--- src/sv/trem_pkg.sv ---
`timescale 1ns / 1ps

package trem_pkg;

    localparam int DIV_W  = 64;
    localparam int SEC_W  = 32;
    localparam int PC_W   = 3;
    localparam int CFG_IW = 2;

    // configuration register indexes
    localparam logic [CFG_IW-1:0] REG_TOTAL_SIZE    = 2'd0;
    localparam logic [CFG_IW-1:0] REG_RESUME_OFFSET = 2'd1;
    localparam logic [CFG_IW-1:0] REG_START_SECOND  = 2'd2;

    typedef enum logic [2:0] {
        OP_FETCH,
        OP_TEST,
        OP_DIV,
        OP_FINISH,
        OP_COMMIT,
        OP_EMIT
    } op_t;

    typedef enum logic [1:0] {
        DVD_MOVED,
        DVD_LEFT,
        DVD_DELTA
    } dvd_sel_t;

    typedef enum logic [1:0] {
        DVS_START,
        DVS_AVG,
        DVS_CHECK
    } dvs_sel_t;

    typedef enum logic [1:0] {
        DST_TMP,
        DST_ETA,
        DST_RATE
    } dst_t;

    typedef enum logic [1:0] {
        J_NONE,
        J_ALWAYS,
        J_NOUPD,
        J_FIN
    } jcond_t;

    typedef struct packed {
        op_t               op;
        dvd_sel_t          dvd;
        dvs_sel_t          dvs;
        dst_t              dst;
        jcond_t            jcond;
        logic [PC_W-1:0]   jaddr;
    } cw_t;

    typedef struct packed {
        logic step_done;
        logic no_upd;
        logic fin;
    } seq_status_t;

    localparam logic [PC_W-1:0] PC_FETCH  = 3'd0;
    localparam logic [PC_W-1:0] PC_FINISH = 3'd5;
    localparam logic [PC_W-1:0] PC_COMMIT = 3'd6;
    localparam logic [PC_W-1:0] PC_EMIT   = 3'd7;

    // microprogram
    function automatic cw_t trem_rom(input logic [PC_W-1:0] pc);
        cw_t cw;
        cw = '{OP_FETCH, DVD_MOVED, DVS_START, DST_TMP, J_NONE, PC_FETCH};
        case (pc)
            3'd0: cw = '{OP_FETCH,  DVD_MOVED, DVS_START, DST_TMP,  J_NONE,   PC_FETCH};
            3'd1: cw = '{OP_TEST,   DVD_MOVED, DVS_START, DST_TMP,  J_NOUPD,  PC_EMIT};
            3'd2: cw = '{OP_DIV,    DVD_MOVED, DVS_START, DST_TMP,  J_FIN,    PC_FINISH};
            3'd3: cw = '{OP_DIV,    DVD_LEFT,  DVS_AVG,   DST_ETA,  J_NONE,   PC_FETCH};
            3'd4: cw = '{OP_DIV,    DVD_DELTA, DVS_CHECK, DST_RATE, J_ALWAYS, PC_COMMIT};
            3'd5: cw = '{OP_FINISH, DVD_MOVED, DVS_START, DST_TMP,  J_NONE,   PC_FETCH};
            3'd6: cw = '{OP_COMMIT, DVD_MOVED, DVS_START, DST_TMP,  J_NONE,   PC_FETCH};
            3'd7: cw = '{OP_EMIT,   DVD_MOVED, DVS_START, DST_TMP,  J_ALWAYS, PC_FETCH};
            default: cw = '{OP_FETCH, DVD_MOVED, DVS_START, DST_TMP, J_NONE, PC_FETCH};
        endcase
        return cw;
    endfunction

endpackage

--- src/sv/trem_div.sv ---
`timescale 1ns / 1ps

module trem_div (
    input  logic                         aclk,
    input  logic                         aresetn,
    input  logic                         start,
    input  logic [trem_pkg::DIV_W-1:0]   dividend,
    input  logic [trem_pkg::DIV_W-1:0]   divisor,
    output logic                         busy,
    output logic                         done,
    output logic [trem_pkg::DIV_W-1:0]   quotient
);
    import trem_pkg::*;

    localparam int CNT_W = $clog2(DIV_W);

    logic             busy_reg;
    logic             done_reg;
    logic [CNT_W-1:0] cnt_reg;
    logic [DIV_W-1:0] rem_reg;
    logic [DIV_W-1:0] quo_reg;
    logic [DIV_W-1:0] dvs_reg;
    logic [DIV_W:0]   rem_sh;
    logic [DIV_W:0]   diff;

    // one restoring step: shift in next dividend bit, try subtract
    assign rem_sh = {rem_reg, quo_reg[DIV_W-1]};
    assign diff   = rem_sh - {1'b0, dvs_reg};

    always_ff @(posedge aclk) begin
        if (!aresetn) begin
            busy_reg <= 1'b0;
            done_reg <= 1'b0;
            cnt_reg  <= '0;
        end else begin
            done_reg <= 1'b0;
            if (start && !busy_reg) begin
                busy_reg <= 1'b1;
                cnt_reg  <= CNT_W'(DIV_W - 1);
            end else if (busy_reg) begin
                if (cnt_reg == '0) begin
                    busy_reg <= 1'b0;
                    done_reg <= 1'b1;
                end else begin
                    cnt_reg <= cnt_reg - 1'b1;
                end
            end
        end
    end

    always_ff @(posedge aclk) begin
        if (start && !busy_reg) begin
            rem_reg <= '0;
            quo_reg <= dividend;
            dvs_reg <= divisor;
        end else if (busy_reg) begin
            if (!diff[DIV_W]) begin
                rem_reg <= diff[DIV_W-1:0];
            end else begin
                rem_reg <= rem_sh[DIV_W-1:0];
            end
            quo_reg <= {quo_reg[DIV_W-2:0], ~diff[DIV_W]};
        end
    end

    assign busy     = busy_reg;
    assign done     = done_reg;
    assign quotient = quo_reg;

endmodule

--- src/sv/trem_seq.sv ---
`timescale 1ns / 1ps

module trem_seq (
    input  logic                  aclk,
    input  logic                  aresetn,
    input  trem_pkg::seq_status_t status,
    output trem_pkg::cw_t         cw
);
    import trem_pkg::*;

    logic [PC_W-1:0] pc_reg;
    logic [PC_W-1:0] pc_next;
    logic            taken;

    assign cw = trem_rom(pc_reg);

    always_comb begin
        case (cw.jcond)
            J_NONE:   taken = 1'b0;
            J_ALWAYS: taken = 1'b1;
            J_NOUPD:  taken = status.no_upd;
            J_FIN:    taken = status.fin;
            default:  taken = 1'b0;
        endcase
        pc_next = pc_reg;
        if (status.step_done) begin
            pc_next = taken ? cw.jaddr : pc_reg + 1'b1;
        end
    end

    always_ff @(posedge aclk) begin
        if (!aresetn) begin
            pc_reg <= PC_FETCH;
        end else begin
            pc_reg <= pc_next;
        end
    end

endmodule

--- src/sv/transfer_rate_eta_meter_top.sv ---
`timescale 1ns / 1ps

// Transfer rate and time-left meter.
// Input channel (s_): one transaction per time tick carries now_second and
// byte_position in s_tdata and the ended flag in s_tuser. Every input
// transaction yields exactly one result transaction on the m_ channel:
// bytes_per_second and seconds_left in m_tdata, the updated flag in m_tuser.
// Configuration: cfg_wr_en writes cfg_wdata into total_size (index 0),
// resume_offset (index 1) or start_second (index 2); write only while idle.
// Timing: a microcoded sequencer drives one shared radix-2 divider that
// retires one quotient bit per cycle. An item that updates costs three
// 64-bit divisions, an ended item costs one and an item that does not
// update costs none. One item is in work at a time. The result sits in an
// output register, so the next item is fetched while the previous result
// waits; a stalled receiver holds the sequencer only at its emit step.
// Reset clears configuration, the last-check time and position and the
// held rate and time left to zero and holds s_tready low while aresetn is
// low; no clearing pass.
module transfer_rate_eta_meter_top (
    input  logic         aclk,
    input  logic         aresetn,
    // configuration write port
    input  logic         cfg_wr_en,
    input  logic [1:0]   cfg_index,
    input  logic [63:0]  cfg_wdata,
    // input transactions
    input  logic         s_tvalid,
    output logic         s_tready,
    input  logic [95:0]  s_tdata,   // [31:0] now_second, [95:32] byte_position
    input  logic [0:0]   s_tuser,   // [0] ended
    // result transactions
    output logic         m_tvalid,
    input  logic         m_tready,
    output logic [127:0] m_tdata,   // [63:0] bytes_per_second, [127:64] seconds_left
    output logic [0:0]   m_tuser    // [0] updated
);
    import trem_pkg::*;

    cw_t         cw;
    seq_status_t status;

    // configuration
    logic [DIV_W-1:0] total_reg;
    logic [DIV_W-1:0] resume_reg;
    logic [SEC_W-1:0] start_reg;

    // captured item
    logic [SEC_W-1:0] now_reg;
    logic [DIV_W-1:0] pos_reg;
    logic             fin_reg;

    // meter state
    logic [SEC_W-1:0] last_sec_reg;
    logic [DIV_W-1:0] last_bytes_reg;
    logic [DIV_W-1:0] rate_reg;
    logic [DIV_W-1:0] eta_reg;
    logic [DIV_W-1:0] tmp_reg;
    logic             upd_reg;

    // output register
    logic             m_valid_reg;
    logic [DIV_W-1:0] m_rate_reg;
    logic [DIV_W-1:0] m_eta_reg;
    logic             m_upd_reg;

    // divider handshake
    logic             div_armed_reg;
    logic             div_start;
    logic             div_busy;
    logic             div_done;
    logic [DIV_W-1:0] div_quo;
    logic [DIV_W-1:0] dvd;
    logic [DIV_W-1:0] dvs;

    logic [SEC_W-1:0] since_start;
    logic [SEC_W-1:0] since_check;
    logic [DIV_W-1:0] since_start1;
    logic [DIV_W-1:0] since_check1;
    logic [DIV_W-1:0] avg1;
    logic             s_accept;
    logic             out_free;

    trem_seq u_seq (
        .aclk    (aclk),
        .aresetn (aresetn),
        .status  (status),
        .cw      (cw)
    );

    trem_div u_div (
        .aclk     (aclk),
        .aresetn  (aresetn),
        .start    (div_start),
        .dividend (dvd),
        .divisor  (dvs),
        .busy     (div_busy),
        .done     (div_done),
        .quotient (div_quo)
    );

    assign s_tready = aresetn && (cw.op == OP_FETCH);
    assign s_accept = s_tvalid && s_tready;
    assign out_free = !m_valid_reg || m_tready;

    // time differences wrap and count unsigned; zero counts as one second
    assign since_start  = now_reg - start_reg;
    assign since_check  = now_reg - last_sec_reg;
    assign since_start1 = (since_start == '0) ? DIV_W'(1) : {{(DIV_W-SEC_W){1'b0}}, since_start};
    assign since_check1 = (since_check == '0) ? DIV_W'(1) : {{(DIV_W-SEC_W){1'b0}}, since_check};
    assign avg1         = (tmp_reg == '0) ? DIV_W'(1) : tmp_reg;

    always_comb begin
        case (cw.dvd)
            DVD_MOVED: dvd = pos_reg - resume_reg;
            DVD_LEFT:  dvd = total_reg - pos_reg;
            DVD_DELTA: dvd = pos_reg - last_bytes_reg;
            default:   dvd = pos_reg - resume_reg;
        endcase
        case (cw.dvs)
            DVS_START: dvs = since_start1;
            DVS_AVG:   dvs = avg1;
            DVS_CHECK: dvs = since_check1;
            default:   dvs = since_start1;
        endcase
    end

    // fire the divider once on entering a divide step
    assign div_start = (cw.op == OP_DIV) && !div_armed_reg;

    always_comb begin
        status.fin    = fin_reg;
        status.no_upd = !fin_reg && !(now_reg > last_sec_reg);
        case (cw.op)
            OP_FETCH:  status.step_done = s_accept;
            OP_TEST:   status.step_done = 1'b1;
            OP_DIV:    status.step_done = div_done;
            OP_FINISH: status.step_done = 1'b1;
            OP_COMMIT: status.step_done = 1'b1;
            OP_EMIT:   status.step_done = out_free;
            default:   status.step_done = 1'b1;
        endcase
    end

    // configuration writes; indexes beyond the list are dropped
    always_ff @(posedge aclk) begin
        if (!aresetn) begin
            total_reg  <= '0;
            resume_reg <= '0;
            start_reg  <= '0;
        end else if (cfg_wr_en) begin
            case (cfg_index)
                REG_TOTAL_SIZE:    total_reg  <= cfg_wdata;
                REG_RESUME_OFFSET: resume_reg <= cfg_wdata;
                REG_START_SECOND:  start_reg  <= cfg_wdata[SEC_W-1:0];
                default: ;
            endcase
        end
    end

    // capture the item
    always_ff @(posedge aclk) begin
        if (s_accept) begin
            now_reg <= s_tdata[SEC_W-1:0];
            pos_reg <= s_tdata[SEC_W+DIV_W-1:SEC_W];
            fin_reg <= s_tuser[0];
        end
    end

    // quotient scratch register
    always_ff @(posedge aclk) begin
        if (cw.op == OP_DIV && div_done && cw.dst == DST_TMP) begin
            tmp_reg <= div_quo;
        end
    end

    // meter state and sequencing flags
    always_ff @(posedge aclk) begin
        if (!aresetn) begin
            last_sec_reg   <= '0;
            last_bytes_reg <= '0;
            rate_reg       <= '0;
            eta_reg        <= '0;
            upd_reg        <= 1'b0;
            div_armed_reg  <= 1'b0;
        end else begin
            if (div_start) begin
                div_armed_reg <= 1'b1;
            end else if (div_done) begin
                div_armed_reg <= 1'b0;
            end
            case (cw.op)
                OP_FETCH: begin
                    upd_reg <= 1'b0;
                end
                OP_DIV: begin
                    if (div_done && cw.dst == DST_ETA) begin
                        eta_reg <= div_quo;
                    end
                    if (div_done && cw.dst == DST_RATE) begin
                        rate_reg <= div_quo;
                    end
                end
                OP_FINISH: begin
                    rate_reg <= tmp_reg;
                    eta_reg  <= '0;
                end
                OP_COMMIT: begin
                    last_sec_reg   <= now_reg;
                    last_bytes_reg <= pos_reg;
                    upd_reg        <= 1'b1;
                end
                default: ;
            endcase
        end
    end

    // output register: load at emit, hold while the receiver stalls
    always_ff @(posedge aclk) begin
        if (!aresetn) begin
            m_valid_reg <= 1'b0;
        end else if (cw.op == OP_EMIT && out_free) begin
            m_valid_reg <= 1'b1;
        end else if (m_tready) begin
            m_valid_reg <= 1'b0;
        end
    end

    always_ff @(posedge aclk) begin
        if (cw.op == OP_EMIT && out_free) begin
            m_rate_reg <= rate_reg;
            m_eta_reg  <= eta_reg;
            m_upd_reg  <= upd_reg;
        end
    end

    assign m_tvalid = m_valid_reg;
    assign m_tdata  = {m_eta_reg, m_rate_reg};
    assign m_tuser  = m_upd_reg;

`ifndef NO_ASSERTIONS
    // no new item is fetched while a division is still running
    a_fetch_idle_div: assert property (@(posedge aclk) disable iff (!aresetn)
        s_tready |-> !div_busy)
        else $error("item fetched while divider busy");

    // the divider is only started when idle
    a_start_idle: assert property (@(posedge aclk) disable iff (!aresetn)
        div_start |-> !div_busy)
        else $error("divider started while busy");

    // an emit step always leaves a valid result on the output
    a_emit_valid: assert property (@(posedge aclk) disable iff (!aresetn)
        (cw.op == OP_EMIT && out_free) |=> m_tvalid)
        else $error("emit did not present a result");

    // an ended update clears the time left
    a_end_eta: assert property (@(posedge aclk) disable iff (!aresetn)
        (cw.op == OP_FINISH) |=> (eta_reg == '0))
        else $error("time left not cleared at end");
`endif

endmodule

--- config.mk ---
export PLATFORM = sky130hd
export DESIGN_NAME = transfer_rate_eta_meter_top
export DESIGN_NICKNAME = d
export VERILOG_FILES = /design/src/sv/trem_pkg.sv /design/src/sv/trem_div.sv /design/src/sv/trem_seq.sv /design/src/sv/transfer_rate_eta_meter_top.sv
export SDC_FILE = /design/constraint.sdc
export NUM_CORES = 2
export LEC_CHECK = 0
export BUFFER_PORTS_ARGS = -buffer_cell sky130_fd_sc_hd__buf_2
export CORE_MARGIN = 2
export CORE_UTILIZATION = 45
export DETAILED_ROUTE_END_ITERATION = 8
export PLACE_DENSITY = 0.74
export SLEW_MARGIN = 15
export SYNTH_ARGS = -nofsm -noshare
export SYNTH_HDL_FRONTEND = slang
export SYNTH_SLANG_ARGS = --single-unit
--- constraint.sdc ---
create_clock -name aclk -period 29.6 [get_ports aclk]
set_clock_uncertainty 0.1 [all_clocks]
set_input_delay 5.92 -clock aclk [delete_from_list [all_inputs] [get_ports aclk]]
set_output_delay 5.92 -clock aclk [all_outputs]
set_load 0.1 [all_outputs]
# Yosys cells after proc, flatten, opt, wreduce, memory -nomap -nowiden
# Memories as Yosys holds them, arrays and structs flattened. A register that Yosys moved wholly into a read port is not among the register bits.
# Cells that the tools add are included.
# Widths: inputs -> output; s select.
word_totals:
  wordCells: 120
  mem_bits_ro: 112
  memories: 1
  out_inout_bits: 131
  mem_bits_rw: 0
  reg_bits: 880
  latchBits: 0
classes:
  multipliers: 0
  n_lt_le_gt_ge: 1
  n_reduce_logical: 36
  addsub: 8
  muxes: 29
  n_shift: 0
  bitwise_logic: 3
  div: 0
  n_eq_ne: 18
mem_list:
  columns: ["memory", "words", "word_bits", "read_ports", "rd_ports_with_merged_regs", "write_ports", "line", "source"]
  rows:
  - ["(name not given)", 8, 14, 1, 1, 0, "trem_pkg.sv:73", "case (pc)"]
ops:
  columns: ["cell", "count"]
  rows:
  - ["$pmux 64 s2", 4]
  - ["$mux 64", 6]
  - ["$sub 64x64->64", 3]
  - ["$sub 65x64->65", 1]
  - ["$logic_not 32->1", 2]
  - ["$logic_not 64->1", 1]
  - ["$mux 32", 2]
  - ["$sub 32x32->32", 2]
  - ["$gt 32x32->1", 1]
  - ["$mux 6", 3]
  - ["$eq 2x2->1 const B", 6]
  - ["$reduce_and 2->1", 6]
  - ["$eq 2x1->1 const B", 5]
  - ["$logic_and 1x1->1", 10]
  - ["$reduce_bool 2->1", 5]
  - ["$mux 3", 3]
  - ["$mux 1", 8]
  - ["$eq 3x2->1 const B", 2]
  - ["$eq 3x3->1 const B", 2]
  - ["$logic_not 2->1", 3]
  - ["$logic_not 6->1", 1]
  - ["$sub 6x1->6 const B", 1]
  - ["$logic_not 1->1", 5]
  - ["$ne 2x1->1 const B", 2]
  - ["9 further kinds", 11]

# Logic depth before layout (Yosys ltp)
logic_depth:
  ltp_word: 7
  mapped_depth: 19

# Cells and area by module
# Synthesis repeated with hierarchy kept, for this count alone.
hier_totals:
  hier_cells: 5296
  hier_area_um2: 48660.4
modules_own_cells:
  columns: ["module", "instances", "seq_area_each_um2", "cells_each", "area_per_inst_um2"]
  rows:
  - ["transfer_rate_eta_meter_top", 1, 16455.8, 4069, 36500.0]
  - ["trem_div", 1, 5285.1, 1172, 11581.1]
  - ["trem_seq", 1, 240.2, 55, 579.3]

# Least setup slack after synthesis
# No wires, ideal clock.
synth_path:
  path_type: "in2reg"
  start: "in m_tready"
  end: "reg, netlist name u_seq.cw[2]"
  setup_slack_ps: 12183
  n_path_buf: 0
  arrival_time_ps: 17243
  setup_time_ps: 74
  path_stages: 10
  cell_sequence: "nor2b_1 -> nor3_1 -> nor2_1 -> a21oi_1 -> o21ai_0 -> a31oi_1 -> inv_1 -> ha_1 -> a21oi_1 -> o21bai_1"
synth_via:
  elab_chain_len: 4
synth_lines:
  columns: ["item", "line", "source"]
  rows:
  - ["start, declared", "transfer_rate_eta_meter_top.sv:33", "input logic m_tready,"]
  - ["$logic_or 1x1->1", "transfer_rate_eta_meter_top.sv:103", "assign out_free = !m_valid_reg || m_tready;"]
  - ["$pmux 1 s3", "transfer_rate_eta_meter_top.sv:133", "case (cw.op)"]
  - ["$mux 3 (no line) (2 in series)", null, null]
# Every way passes these cells.
# A chain may end at the register's enable or synchronous reset.

# Worst setup path after layout
layout_path:
  start: "in aresetn"
  end: "out s_tready"
layout_via:
  elab_chain_len: 1
layout_lines:
  columns: ["item", "line", "source"]
  rows:
  - ["start, declared", "transfer_rate_eta_meter_top.sv:21", "input logic aresetn,"]
  - ["$logic_and 1x1->1", "transfer_rate_eta_meter_top.sv:101", "assign s_tready = aresetn && (cw.op == OP_FETCH);"]
  - ["end, declared", "transfer_rate_eta_meter_top.sv:28", "output logic s_tready,"]
# Every way passes these cells.

==> metrics.txt <==
result of the run=completed; # hold bufs at CTS=0; Synth top cells by count=882 x sky130_fd_sc_hd__nand2_1, 471 x sky130_fd_sc_hd__dfxtp_1, 418 x sky130_fd_sc_hd__edfxtp_1; type of element capturing the critical path=output port; setup violators final=0; Cell Area, Synth=0.04936 mm2; DPL Wire Length=about 110000 um; kind of cell with the highest combined delay on the critical path=buffers and inverters; mux contribution to synthesized area=3.034%; final standard cell area without fillers=around 0.055 mm2; Clock Tree Buf Depth=3; final critical-path share of the clock period=44.86%; final weighted congestion of routability-driven global placement=~1; buffers added on ports=around 300; post-CTS setup repair buffer count=0; maximum level of the CTS H-tree=3; vias in the first global route=just under 40000; cells after synthesis=around 5400; Leakage Power=roughly 22 nW; clock-pin slew reported for the worst setup and hold paths after clock tree synthesis=0.06 ns; count of nets left with antenna violations after detail routing=0; async set-or-reset flop fraction in the synthesized netlist=0%; Critical Path Source Type=primary input; cts bufs inserted=96; transition at the pin with the smallest max-transition slack=between 1 and 1.5 ns; dominant synthesized flop cell=sky130_fd_sc_hd__dfxtp_1; number of max-slew violations in the final report=0; final-layout setup total negative slack=0 ns; residual DRC count=0; count of state elements after synthesis=between 800 and 900; non-filler instance count after layout=~7000; register area share after synthesis=44.53%; First-pass DRT Iterations=6; area occupied by multi-input gates=about 0.025 mm2; nets=a little under 6000; area of the placeable core=roughly 0.11 mm2; number of I/O pins=299; TritonCTS clock tree=built; Post-Synth Simple-Gate Area=approximately 17%; antenna diode instance count=0; type of the worst setup path=primary input to output port; antenna violations before repair=8; post-synthesis average cell area=between 9 and 10 um2; DRT Wirelength=150400 um; clock latency reported for the late side of the worst-skew pair=approximately 0.7 ns; total power=3.154 mW; type of the worst min-delay path=flop to flop; maximum clock frequency=between 70 and 80 MHz; Required @ worst endpoint=about 24 ns; placement-stage cell area=between 0.05 and 0.06 mm2; top cell type by total area after synthesis=sky130_fd_sc_hd__edfxtp_1; Yosys warnings=0; overall global routing resource usage=between 20% and 30%; largest net degree at the start of global routing=about 120; worst rel slew slack=between 20 and 30%; master of the slowest instance on the critical path=sky130_fd_sc_hd__buf_2; Placement Rows=121; worst path cell trace=buf_8 > nor4b_1 > buf_2; Crit path arrival time=7.26 ns; main area contributors after synthesis=sky130_fd_sc_hd__edfxtp_1 25%, sky130_fd_sc_hd__dfxtp_1 19%, sky130_fd_sc_hd__nand2_1 6.7%; die width=between 300 and 400 um; Hold Violations, Final=0; worst supply voltage drop on vdd=roughly 42 uV; clock sink total=889; Vias/cell=just under 6; starting density of the core=45.35%; number of filler instances in the final layout=between 9000 and 10000; maximum fanout along the worst path=~120; grt ovf=0; Total Die Area=around 0.11 mm2; die boundary height=around 340 um; combinational family with the most area after synthesis=compound AO/OA/AOI/OAI gates; minimum clock period after layout=13.28 ns; average detailed-routed wire length per instance=21.42 um; top-count cell post-synth=sky130_fd_sc_hd__nand2_1; net count of the mapped netlist=around 5800; ratio of cells with drive above 1 in the final layout=under 10%; xor and xnor area share after synthesis=3.871%; area occupied by registers=between 0.02 and 0.025 mm2; vias after detailed routing=40880; synthesized-area fraction occupied by ao, oa, aoi and oai cells=approximately a fifth; top-area cell type share of the netlist area=~25%; post-synthesis share of cell area spent on full adders, half adders and majority gates=about 7%; clock root cell=sky130_fd_sc_hd__clkbuf_16; number of flops mapped to enable cells by yosys=~420; layout overhead on the synthesized area=11.83%; cells resized by post-CTS repair=0; number of max-cap violations=0; distinct cell type count of the synthesized netlist=93; buffering stage count on the worst path with inverters included=2; wire length of the first global-routing pass=approximately 230000 um; cell area power density=approximately 57 mW/mm2; Detailed Route Iter0 Violations=between 3000 and 4000; DP Cell Count=slightly below 7000; RSZ-0062 raised after global routing=no; largest stage delay on the critical path=roughly 0.51 ns
power breakdown:
part | total, mW | switching, mW | internal (mW)
combinational | 0.479 | 0.305 | 0.174
sequential | 1.41 | 0.0593 | 1.35
clock | 1.27 | 0.529 | 0.740
cell families after synthesis:
group,Yosys count
and+or+nand+nor,1813
adders and majority gates,267
AOI/OAI and AO/OA,1473
muxes,149
DFF,889
buffers and inverters,585
xor gates and xnor gates,216
layout by cell type (no fill, tap or decap), types with 12 or more instances in the layout:
cell,count
sky130_fd_sc_hd__nor3_1,61
sky130_fd_sc_hd__a32oi_1,18
sky130_fd_sc_hd__o22ai_1,12
sky130_fd_sc_hd__a211oi_1,26
sky130_fd_sc_hd__buf_4,39
sky130_fd_sc_hd__inv_1,272
sky130_fd_sc_hd__nand3_1,208
sky130_fd_sc_hd__o31ai_1,16
sky130_fd_sc_hd__xnor2_1,126
sky130_fd_sc_hd__a31oi_1,46
sky130_fd_sc_hd__xor2_1,88
sky130_fd_sc_hd__clkinv_1,20
sky130_fd_sc_hd__o211ai_1,35
sky130_fd_sc_hd__clkbuf_16,100
sky130_fd_sc_hd__a21o_1,125
sky130_fd_sc_hd__nor2_1,234
sky130_fd_sc_hd__buf_2,297
sky130_fd_sc_hd__and2_1,24
sky130_fd_sc_hd__or3_1,19
sky130_fd_sc_hd__a21oi_1,320
sky130_fd_sc_hd__nand2_1,881
sky130_fd_sc_hd__o211a_1,68
sky130_fd_sc_hd__o21bai_1,30
sky130_fd_sc_hd__ha_1,260
sky130_fd_sc_hd__o21a_1,46
sky130_fd_sc_hd__mux2i_1,144
sky130_fd_sc_hd__bufinv_16,12
sky130_fd_sc_hd__edfxtp_1,418
sky130_fd_sc_hd__a22oi_1,75
sky130_fd_sc_hd__nand2b_1,38
sky130_fd_sc_hd__clkbuf_1,17
sky130_fd_sc_hd__a221oi_1,25
sky130_fd_sc_hd__o21ai_1,20
sky130_fd_sc_hd__nor4_1,34
sky130_fd_sc_hd__o21ai_0,222
sky130_fd_sc_hd__and3_1,69
sky130_fd_sc_hd__dfxtp_1,470
sky130_fd_sc_hd__a21boi_0,272
sky130_fd_sc_hd__nand4_1,69
sky130_fd_sc_hd__nor2b_1,99
layer usage:
metal	vias up	global-route usage, %	routed length [um]
met3	263	4.476	11690
met4	2	11.28	6672
met5	-	0	13
met1	19440	35.62	65370
li1	19650	-	-
met2	1517	40.67	66610
cell type report:
cell class	instances	area share (%)
clock inverters	61	1.342
repair buffers	337	3.250
well taps	1414	3.205
inverters	279	1.904
multi-input cells	3918	45.72
flip-flops and latches	889	39.83
clock buffers	121	4.749
metrics by stage:
step / setup slack (ns) / hold slack, ns / util [%]
after CTS: 16.26 / 0.3301 / 50.71
after detailed placement: 16.26 / 0.3140 / 47.62
after global placement: 16.28 / 0.3132 / 47.62
after global routing: 16.17 / 0.3407 / 50.71
final: 16.32 / 0.3291 / 50.71
after floorplan: 12.18 / 0.3019 / -
final timing paths:
check | depth (start not counted) | startpoint | endpoint | slack, ns
setup reg to reg | 16 | u_seq.cw[9] | u_div.quotient[56] | 23.42
hold / removal | 0 | rate_reg[29] | m_rate_reg[29] | 0.33
setup / recovery | 3 | aresetn | s_tready | 16.32
hold reg to reg | 0 | rate_reg[29] | m_rate_reg[29] | 0.33
(Power assumes the default switching activity.)
